===== src/rtl/framed_packet_parser_checksum_unit_macros.svh =====
// Assertion macros shared by the frame parser RTL.
// Uses clk_i and rst_ni of the including module.
`ifndef FRAMED_PACKET_PARSER_CHECKSUM_UNIT_MACROS_SVH
`define FRAMED_PACKET_PARSER_CHECKSUM_UNIT_MACROS_SVH

// same-cycle implication, checked outside reset
`define FPPC_ASSERT_NOW(label, ante, cons, msg) \
  label: assert property (@(posedge clk_i) disable iff (!rst_ni) (ante) |-> (cons)) \
    else $error(msg);

// next-cycle implication, checked outside reset
`define FPPC_ASSERT_NEXT(label, ante, cons, msg) \
  label: assert property (@(posedge clk_i) disable iff (!rst_ni) (ante) |=> (cons)) \
    else $error(msg);

`endif


===== src/rtl/fppc_pkg.sv =====
// Shared types and constants for the framed packet parser.
// No dependencies.
`default_nettype none

package fppc_pkg;

  localparam int unsigned CfgIdxW = 8;

  // configuration register indexes
  localparam logic [CfgIdxW-1:0] CfgHeader = 8'd0;
  localparam logic [CfgIdxW-1:0] CfgUserId = 8'd1;

  localparam logic [7:0] HeaderReset = 8'd165;
  localparam logic [7:0] UserIdReset = 8'd1;

  // event codes
  localparam logic [1:0] EvPayload = 2'd0;
  localparam logic [1:0] EvGood    = 2'd1;
  localparam logic [1:0] EvBad     = 2'd2;

  typedef struct packed {
    logic [1:0]  event_res;
    logic [7:0]  data_byte;
    logic [15:0] payload_index;
    logic [7:0]  msg_type;
    logic [15:0] msg_id;
    logic [15:0] payload_length;
    logic        frame_end;
  } result_t;

endpackage

`default_nettype wire


===== src/rtl/fppc_parser.sv =====
// Frame parse state machine: consumes one word per accepted input and
// produces at most one result word. Depends on fppc_pkg and the macro header.
`default_nettype none

`include "framed_packet_parser_checksum_unit_macros.svh"

module fppc_parser (
  input  wire logic             clk_i,
  input  wire logic             rst_ni,
  input  wire logic             in_fire_i,
  input  wire logic [7:0]       rx_byte_i,
  input  wire logic [7:0]       header_value_i,
  input  wire logic [7:0]       user_id_value_i,
  output logic                  res_valid_o,
  output fppc_pkg::result_t     res_o
);

  localparam logic [2:0] PhHeader = 3'd0;
  localparam logic [2:0] PhUser   = 3'd1;
  localparam logic [2:0] PhType   = 3'd2;
  localparam logic [2:0] PhLength = 3'd3;
  localparam logic [2:0] PhId     = 3'd4;
  localparam logic [2:0] PhData   = 3'd5;
  localparam logic [2:0] PhCheck  = 3'd6;

  logic [2:0]  phase_q, phase_d;
  logic [7:0]  sum_q, sum_d;
  logic [7:0]  type_q, type_d;
  logic [15:0] len_q, len_d;
  logic [15:0] id_q, id_d;
  logic [15:0] cnt_q, cnt_d;
  logic [15:0] cnt_inc;
  logic [7:0]  sum_add;
  logic [7:0]  expect_sum;

  assign cnt_inc    = cnt_q + 16'd1;
  assign sum_add    = sum_q + rx_byte_i;
  assign expect_sum = 8'd0 - sum_q;

  always_comb begin
    phase_d     = phase_q;
    sum_d       = sum_q;
    type_d      = type_q;
    len_d       = len_q;
    id_d        = id_q;
    cnt_d       = cnt_q;
    res_valid_o = 1'b0;
    res_o.event_res      = fppc_pkg::EvPayload;
    res_o.data_byte      = 8'd0;
    res_o.payload_index  = 16'd0;
    res_o.msg_type       = type_q;
    res_o.msg_id         = id_q;
    res_o.payload_length = len_q;
    res_o.frame_end      = 1'b0;
    if (in_fire_i) begin
      case (phase_q)
        PhUser: begin
          if (rx_byte_i == user_id_value_i) begin
            sum_d   = sum_add;
            phase_d = PhType;
          end else begin
            phase_d = PhHeader;
            sum_d   = 8'd0;
            type_d  = 8'd0;
            len_d   = 16'd0;
            id_d    = 16'd0;
            cnt_d   = 16'd0;
          end
        end
        PhType: begin
          sum_d   = sum_add;
          type_d  = rx_byte_i;
          cnt_d   = 16'd0;
          phase_d = PhLength;
        end
        PhLength: begin
          sum_d = sum_add;
          if (cnt_q == 16'd0) begin
            len_d = {8'd0, rx_byte_i};
            cnt_d = 16'd1;
          end else begin
            len_d   = {rx_byte_i, len_q[7:0]};
            cnt_d   = 16'd0;
            phase_d = PhId;
          end
        end
        PhId: begin
          sum_d = sum_add;
          if (cnt_q == 16'd0) begin
            id_d  = {8'd0, rx_byte_i};
            cnt_d = 16'd1;
          end else begin
            id_d    = {rx_byte_i, id_q[7:0]};
            cnt_d   = 16'd0;
            // empty payload skips straight to the checksum word
            phase_d = (len_q == 16'd0) ? PhCheck : PhData;
          end
        end
        PhData: begin
          sum_d               = sum_add;
          res_valid_o         = 1'b1;
          res_o.data_byte     = rx_byte_i;
          res_o.payload_index = cnt_q;
          cnt_d               = cnt_inc;
          if (cnt_inc == len_q) begin
            phase_d = PhCheck;
          end
        end
        PhCheck: begin
          res_valid_o     = 1'b1;
          res_o.event_res = (rx_byte_i == expect_sum) ? fppc_pkg::EvGood : fppc_pkg::EvBad;
          res_o.frame_end = 1'b1;
          phase_d = PhHeader;
          sum_d   = 8'd0;
          type_d  = 8'd0;
          len_d   = 16'd0;
          id_d    = 16'd0;
          cnt_d   = 16'd0;
        end
        default: begin
          // hunting; the unused code behaves the same
          if (rx_byte_i == header_value_i) begin
            phase_d = PhUser;
            sum_d   = rx_byte_i;
            type_d  = 8'd0;
            len_d   = 16'd0;
            id_d    = 16'd0;
            cnt_d   = 16'd0;
          end else begin
            phase_d = PhHeader;
          end
        end
      endcase
    end
  end

  always_ff @(posedge clk_i or negedge rst_ni) begin
    if (!rst_ni) begin
      phase_q <= PhHeader;
      sum_q   <= 8'd0;
      type_q  <= 8'd0;
      len_q   <= 16'd0;
      id_q    <= 16'd0;
      cnt_q   <= 16'd0;
    end else begin
      phase_q <= phase_d;
      sum_q   <= sum_d;
      type_q  <= type_d;
      len_q   <= len_d;
      id_q    <= id_d;
      cnt_q   <= cnt_d;
    end
  end

  `FPPC_ASSERT_NOW(a_res_phase, res_valid_o, (phase_q == PhData) || (phase_q == PhCheck), "result outside data or check phase")
  `FPPC_ASSERT_NOW(a_data_in_range, in_fire_i && (phase_q == PhData), cnt_q < len_q, "payload index past declared length")
  `FPPC_ASSERT_NEXT(a_check_clears, in_fire_i && (phase_q == PhCheck), (phase_q == PhHeader) && (sum_q == 8'd0), "frame not cleared after checksum")

endmodule

`default_nettype wire


===== src/rtl/fppc_out_queue.sv =====
// Two-entry result queue: holds the result register and a skid slot so the
// parser keeps accepting while the receiver stalls. Depends on fppc_pkg and the macro header.
`default_nettype none

`include "framed_packet_parser_checksum_unit_macros.svh"

module fppc_out_queue (
  input  wire logic              clk_i,
  input  wire logic              rst_ni,
  input  wire logic              push_i,
  input  wire fppc_pkg::result_t push_data_i,
  output logic                   full_o,
  output logic                   out_valid_o,
  input  wire logic              out_stall_i,
  output fppc_pkg::result_t      out_data_o
);

  fppc_pkg::result_t slot_q [2];
  logic       wr_ptr_q, rd_ptr_q;
  logic [1:0] cnt_q;
  logic       pop;

  assign out_valid_o = (cnt_q != 2'd0);
  assign pop         = out_valid_o && !out_stall_i;
  assign full_o      = (cnt_q == 2'd2);
  assign out_data_o  = slot_q[rd_ptr_q];

  always_ff @(posedge clk_i) begin
    if (push_i) begin
      slot_q[wr_ptr_q] <= push_data_i;
    end
  end

  always_ff @(posedge clk_i or negedge rst_ni) begin
    if (!rst_ni) begin
      wr_ptr_q <= 1'b0;
      rd_ptr_q <= 1'b0;
      cnt_q    <= 2'd0;
    end else begin
      if (push_i) begin
        wr_ptr_q <= ~wr_ptr_q;
      end
      if (pop) begin
        rd_ptr_q <= ~rd_ptr_q;
      end
      if (push_i && !pop) begin
        cnt_q <= cnt_q + 2'd1;
      end else if (pop && !push_i) begin
        cnt_q <= cnt_q - 2'd1;
      end
    end
  end

  `FPPC_ASSERT_NOW(a_no_overflow, full_o, !push_i, "push into full result queue")
  `FPPC_ASSERT_NEXT(a_cnt_up, push_i && !pop, cnt_q == $past(cnt_q) + 2'd1, "queue count did not rise")
  `FPPC_ASSERT_NEXT(a_cnt_down, pop && !push_i, cnt_q == $past(cnt_q) - 2'd1, "queue count did not fall")

endmodule

`default_nettype wire


===== src/rtl/framed_packet_parser_checksum_unit.sv =====
// Framed serial packet parser with two's-complement checksum, top level.
// Holds the configuration registers; uses fppc_parser and fppc_out_queue.
//
// Usage:
//   Input channel: one received word (rx_byte_i) per handshake, accepted on a
//   rising edge with in_valid_i high and in_stall_o low. The parser hunts for
//   the header word, checks the user id, captures type, length and id, then
//   emits one result per payload word and one verdict on the checksum word.
//   Output channel: result words with out_valid_o, taken when out_stall_i is
//   low. Header, user id, type, length and message id words produce no result.
//   A result is registered in the queue when its input is accepted.
//   Throughput: one word per cycle while in_stall_o is low; the parse state is
//   updated on each accepted word and the result lands in a two-entry queue.
//   Stall: while the receiver stalls, the queue absorbs up to two results;
//   in_stall_o rises only when both entries are occupied.
//   Configuration: cfg_ready_o is always high; index 0 is the header value,
//   index 1 the user id; other indexes are ignored. Write only while idle.
//   Reset: asynchronous, active low; clears the parse state, empties the
//   queue and restores header 165 and user id 1.
`default_nettype none

module framed_packet_parser_checksum_unit (
  input  wire logic                           clk_i,
  input  wire logic                           rst_ni,
  input  wire logic                           in_valid_i,
  output logic                                in_stall_o,
  input  wire logic [7:0]                     rx_byte_i,
  output logic                                out_valid_o,
  input  wire logic                           out_stall_i,
  output logic [1:0]                          event_res_o,
  output logic [7:0]                          data_byte_o,
  output logic [15:0]                         payload_index_o,
  output logic [7:0]                          msg_type_o,
  output logic [15:0]                         msg_id_o,
  output logic [15:0]                         payload_length_o,
  output logic                                frame_end_o,
  input  wire logic                           cfg_valid_i,
  output logic                                cfg_ready_o,
  input  wire logic [fppc_pkg::CfgIdxW-1:0]   cfg_index_i,
  input  wire logic [7:0]                     cfg_data_i
);

  logic [7:0]        header_q, user_id_q;
  logic              in_fire;
  logic              res_valid;
  logic              q_full;
  fppc_pkg::result_t res;
  fppc_pkg::result_t out_res;

  assign cfg_ready_o = 1'b1;
  assign in_stall_o  = q_full;
  assign in_fire     = in_valid_i && !q_full;

  always_ff @(posedge clk_i or negedge rst_ni) begin
    if (!rst_ni) begin
      header_q  <= fppc_pkg::HeaderReset;
      user_id_q <= fppc_pkg::UserIdReset;
    end else if (cfg_valid_i) begin
      case (cfg_index_i)
        fppc_pkg::CfgHeader: header_q  <= cfg_data_i;
        fppc_pkg::CfgUserId: user_id_q <= cfg_data_i;
        default: ;
      endcase
    end
  end

  fppc_parser u_parser (
    .clk_i           (clk_i),
    .rst_ni          (rst_ni),
    .in_fire_i       (in_fire),
    .rx_byte_i       (rx_byte_i),
    .header_value_i  (header_q),
    .user_id_value_i (user_id_q),
    .res_valid_o     (res_valid),
    .res_o           (res)
  );

  fppc_out_queue u_out_queue (
    .clk_i       (clk_i),
    .rst_ni      (rst_ni),
    .push_i      (res_valid),
    .push_data_i (res),
    .full_o      (q_full),
    .out_valid_o (out_valid_o),
    .out_stall_i (out_stall_i),
    .out_data_o  (out_res)
  );

  assign event_res_o      = out_res.event_res;
  assign data_byte_o      = out_res.data_byte;
  assign payload_index_o  = out_res.payload_index;
  assign msg_type_o       = out_res.msg_type;
  assign msg_id_o         = out_res.msg_id;
  assign payload_length_o = out_res.payload_length;
  assign frame_end_o      = out_res.frame_end;

endmodule

`default_nettype wire

===== config.mk =====
export PLATFORM = sky130hd
export DESIGN_NAME = framed_packet_parser_checksum_unit
export DESIGN_NICKNAME = d
export VERILOG_FILES = /design/src/rtl/fppc_pkg.sv /design/src/rtl/fppc_parser.sv /design/src/rtl/fppc_out_queue.sv /design/src/rtl/framed_packet_parser_checksum_unit.sv
export VERILOG_INCLUDE_DIRS = /design/src /design/src/rtl
export SDC_FILE = /design/constraint.sdc
export NUM_CORES = 1
export LEC_CHECK = 0
export BUFFER_PORTS_ARGS = -buffer_cell sky130_fd_sc_hd__buf_4
export CAP_MARGIN = 20
export CORE_MARGIN = 2
export CORE_UTILIZATION = 45
export DETAILED_ROUTE_END_ITERATION = 7
export PLACE_DENSITY = 0.73
export SLEW_MARGIN = 20
export SYNTH_ARGS = -nofsm -noshare
export SYNTH_HDL_FRONTEND = slang
export SYNTH_SLANG_ARGS = --single-unit

===== constraint.sdc =====
create_clock -name clk_i -period 11 [get_ports clk_i]
set_clock_uncertainty 0.2 [all_clocks]
set_input_delay 2.2 -clock clk_i [delete_from_list [all_inputs] [get_ports clk_i]]
set_output_delay 2.2 -clock clk_i [all_outputs]
set_load 0.02 [all_outputs]

==> flow_metrics.tcl <==
set metrics [dict create \
    highest_layer "met4" \
    grt_setup_unrepaired "no" \
    yosysTopAreaCell "edfxtp_1" \
    htreeDepth 1 \
    grt_max_degree 69 \
    syn_nets 833 \
    via_per_inst 5.53 \
    fin_setup_tns_ps 0 \
    synth-compound-area-share_pct 8.81 \
    vias 6480 \
    met1_length_mm 9.57 \
    cellPowerDensity_nw_per_um2 240 \
    drv_slew 0 \
    clock_sink_count 221 \
    grt-ovfl-total 0 \
    synth_top_area_share_pct 39.9 \
    clk_pin_slew_ps 60 \
    antenna_found_initial 0 \
    drc 0 \
    grt_pass1_wl_mm 33.9 \
    hold_violations 0 \
    antenna_left 0 \
    worst_slew_pin_slew_ps 1000 \
    critPathMaxFanout 51 \
    cts_root_buf "clkbuf_16" \
    dieArea_um2 23600 \
    wl_met2_mm 10.3 \
    io_buffers 97 \
    post-place-ws_ps 5680 \
    crit_type "in2reg" \
    syn_inst 792 \
    synthMuxAreaShare_pct 9.37 \
    synth_top_family_by_area "simple AND/OR/NAND/NOR gates" \
    outcome "complete, no violations" \
    layout-drive-gt1-share_pct 26.7 \
    power.share.switching_pct 33.9 \
    end_kind "flip-flop" \
    io_pins 99 \
    synth.distinct_cells 57 \
    synth_flop_cell "edfxtp_1" \
    yosys-top-cells-count "edfxtp_1, mux2_2, dfrtp_1" \
    synth.area.top_cells "edfxtp_1, dfrtp_1, mux2_2, xnor2_1, nand2_1" \
    p_switching_mw 0.954 \
    slew_headroom_pct 32.6 \
    async_flop_share_pct 39.4 \
    synth_xor_area_share_pct 5.21 \
    grt_pass1_vias 6164 \
    peakVddDrop_uv 121 \
    cts_setup_buffers 0 \
    gp_congestion 0.880 \
    fin_crit_sh_pct 43.4 \
    final-setup-viol-count 0 \
    antenna_cells 0 \
    numCtsBuffers 23 \
    internal_power_mw 1.86 \
    synthMostInstantiatedCell "edfxtp_1" \
    row_count 54 \
    hold_buffers 0 \
    dr.pass1.iters 5 \
    cts.path.max_buffers 3 \
    hold_path.class "reg2reg" \
    initial_core_util_pct 46.0 \
    cts_tree "done" \
    die-width_um 154 \
    ys_warn_count 0 \
    drt_iter0_drc 584 \
    ctsResizeCount 0 \
    utilization_pct 53.7 \
    arrival_ps 4720 \
    synthAdderAreaFrac_pct 1.56 \
    fill_cells 1846 \
    syn_to_final_growth_pct 16.6 \
    met3WireLength_mm 1.13 \
    synthSimpleGateAreaFrac_pct 10.9 \
    hpwl_mm 13.7 \
    max_freq_mhz 209 \
    period_minus_slack_ps 4780 \
    yosysSeqAreaShare_pct 61.6 \
    mappedNetlistArea_um2 10100 \
    synth_enable_flop_cells 134 \
    die_y_um 154 \
    nNetsFinal 915 \
    stdcell_area_um2 11800 \
    wl_per_cell_um 18.2 \
    avgSynthCellArea_um2 12.7 \
    hold_ws_ps 273 \
    core-area_um2 21900 \
    setup_ws_ps 6220 \
    placed_cell_area_um2 11000 \
    p_leak_nw 4.61 \
    ys_ff_latch 221 \
    crit_required_ps 10940 \
    clk_latency_ps 510 \
    start_kind "input port" \
    max-cap-violations 0 \
    wl_mm 21.3 \
    seq_power_share_pct 40.4 \
    combPwrFrac_pct 32.5 \
    grt_usage_pct 17.8 \
    clkPwrFrac_pct 27.1 \
]
worst paths after layout:
kind                                          start                   endpoint  slack, ps  depth (start not counted)
worst max-delay path                     in_valid_i  u_out_queue.slot_q[1][12]       6220                          6
worst max register to register  u_parser.phase_q[2]  u_out_queue.slot_q[1][12]       7220                          5
worst min register to register   u_parser.type_q[0]  u_out_queue.slot_q[0][33]        270                          0
worst min-delay path             u_parser.type_q[0]  u_out_queue.slot_q[0][33]        270                          0
max in group asynchronous                    rst_ni       u_out_queue.rd_ptr_q       8030                          2
min in group asynchronous                    rst_ni          u_parser.id_q[13]       1430                          1
power by group through the flow:
stage                     Clock, mW  Sequential (mW)  Combinational [mW]
after floorplan                   0             1.10               0.675
after CTS                     0.775             1.13               0.927
after global routing          0.810             1.15                1.00
final                         0.763             1.14               0.915
after global placement            0             1.14               0.907
after detailed placement          0             1.15               0.919
sequential cells by signal (all words and copies together), names as in the netlist:
register              flops
u_parser.type_q           8
u_parser.len_q           16
u_out_queue.wr_ptr_q      1
u_parser.cnt_q           16
u_parser.phase_q          3
u_parser.sum_q            8
header_q                  8
u_parser.id_q            16
user_id_q                 8
u_out_queue.rd_ptr_q      1
u_out_queue.cnt_q         2
u_out_queue.slot_q      134
worst max-delay path, cell delays in order:
cell and delay, ps:
buf_4 100, and2_1 200, nand3_1 690, nand2_1 360, and2_2 470, buf_4 640
per-layer routing:
layer / up-vias / global-route usage (%)
met4: 0 / 4.33
met1: 3196 / 25.6
met2: 207 / 28.4
li1: 3050 / -
met5: - / 0
met3: 27 / 2.93
kinds of logic (layout without fill, tap and decap cells):
logic type | count (synthesis) | in the layout
AOI/OAI and AO/OA | 138 | 138
xor gates and xnor gates | 60 | 60
adders and majority gates | 12 | 12
buffers and inverters | 57 | 156
DFF | 221 | 221
muxes | 84 | 84
other | 1 | 1
and+or+nand+nor | 219 | 219
cell usage in the layout, fill, tap and decap left out, types with 7 or more instances in the layout:
master,synthesis,final
clkinv_4,0,9
a22oi_1,7,7
or3_1,7,7
o31ai_1,9,9
clkbuf_16,0,23
ha_1,11,11
mux2_2,83,83
a22o_1,17,17
nand2_1,72,72
nor2_1,36,36
nor3_1,11,11
edfxtp_1,134,134
nand3_1,11,11
and2_1,30,29
dfrtp_1,82,81
a21oi_1,20,19
nor4_1,11,11
inv_1,13,13
o21ai_0,54,54
xnor2_1,39,39
nand4_1,7,7
buf_4,7,101
xor2_1,21,21
metrics by stage:
stage,power [mW],cells
2_1_floorplan,1.78,792
3_3_place_gp,2.05,1129
3_5_place_dp,2.07,1129
4_1_cts,2.84,1171
5_1_grt,2.96,1171
6_report,2.81,1171
area by class of cell:
class | count | area, µm² | share of cell area, %
flip-flops and latches | 221 | 6210 | 52.8
multi-input cells | 514 | 3630 | 30.9
repair buffers | 101 | 758 | 6.45
clock buffers | 25 | 583 | 4.96
well taps | 280 | 350 | 2.98
clock inverters | 17 | 175 | 1.49
inverters | 13 | 48.8 | 0.415
Note: power is estimated with default switching activity, not from simulation.
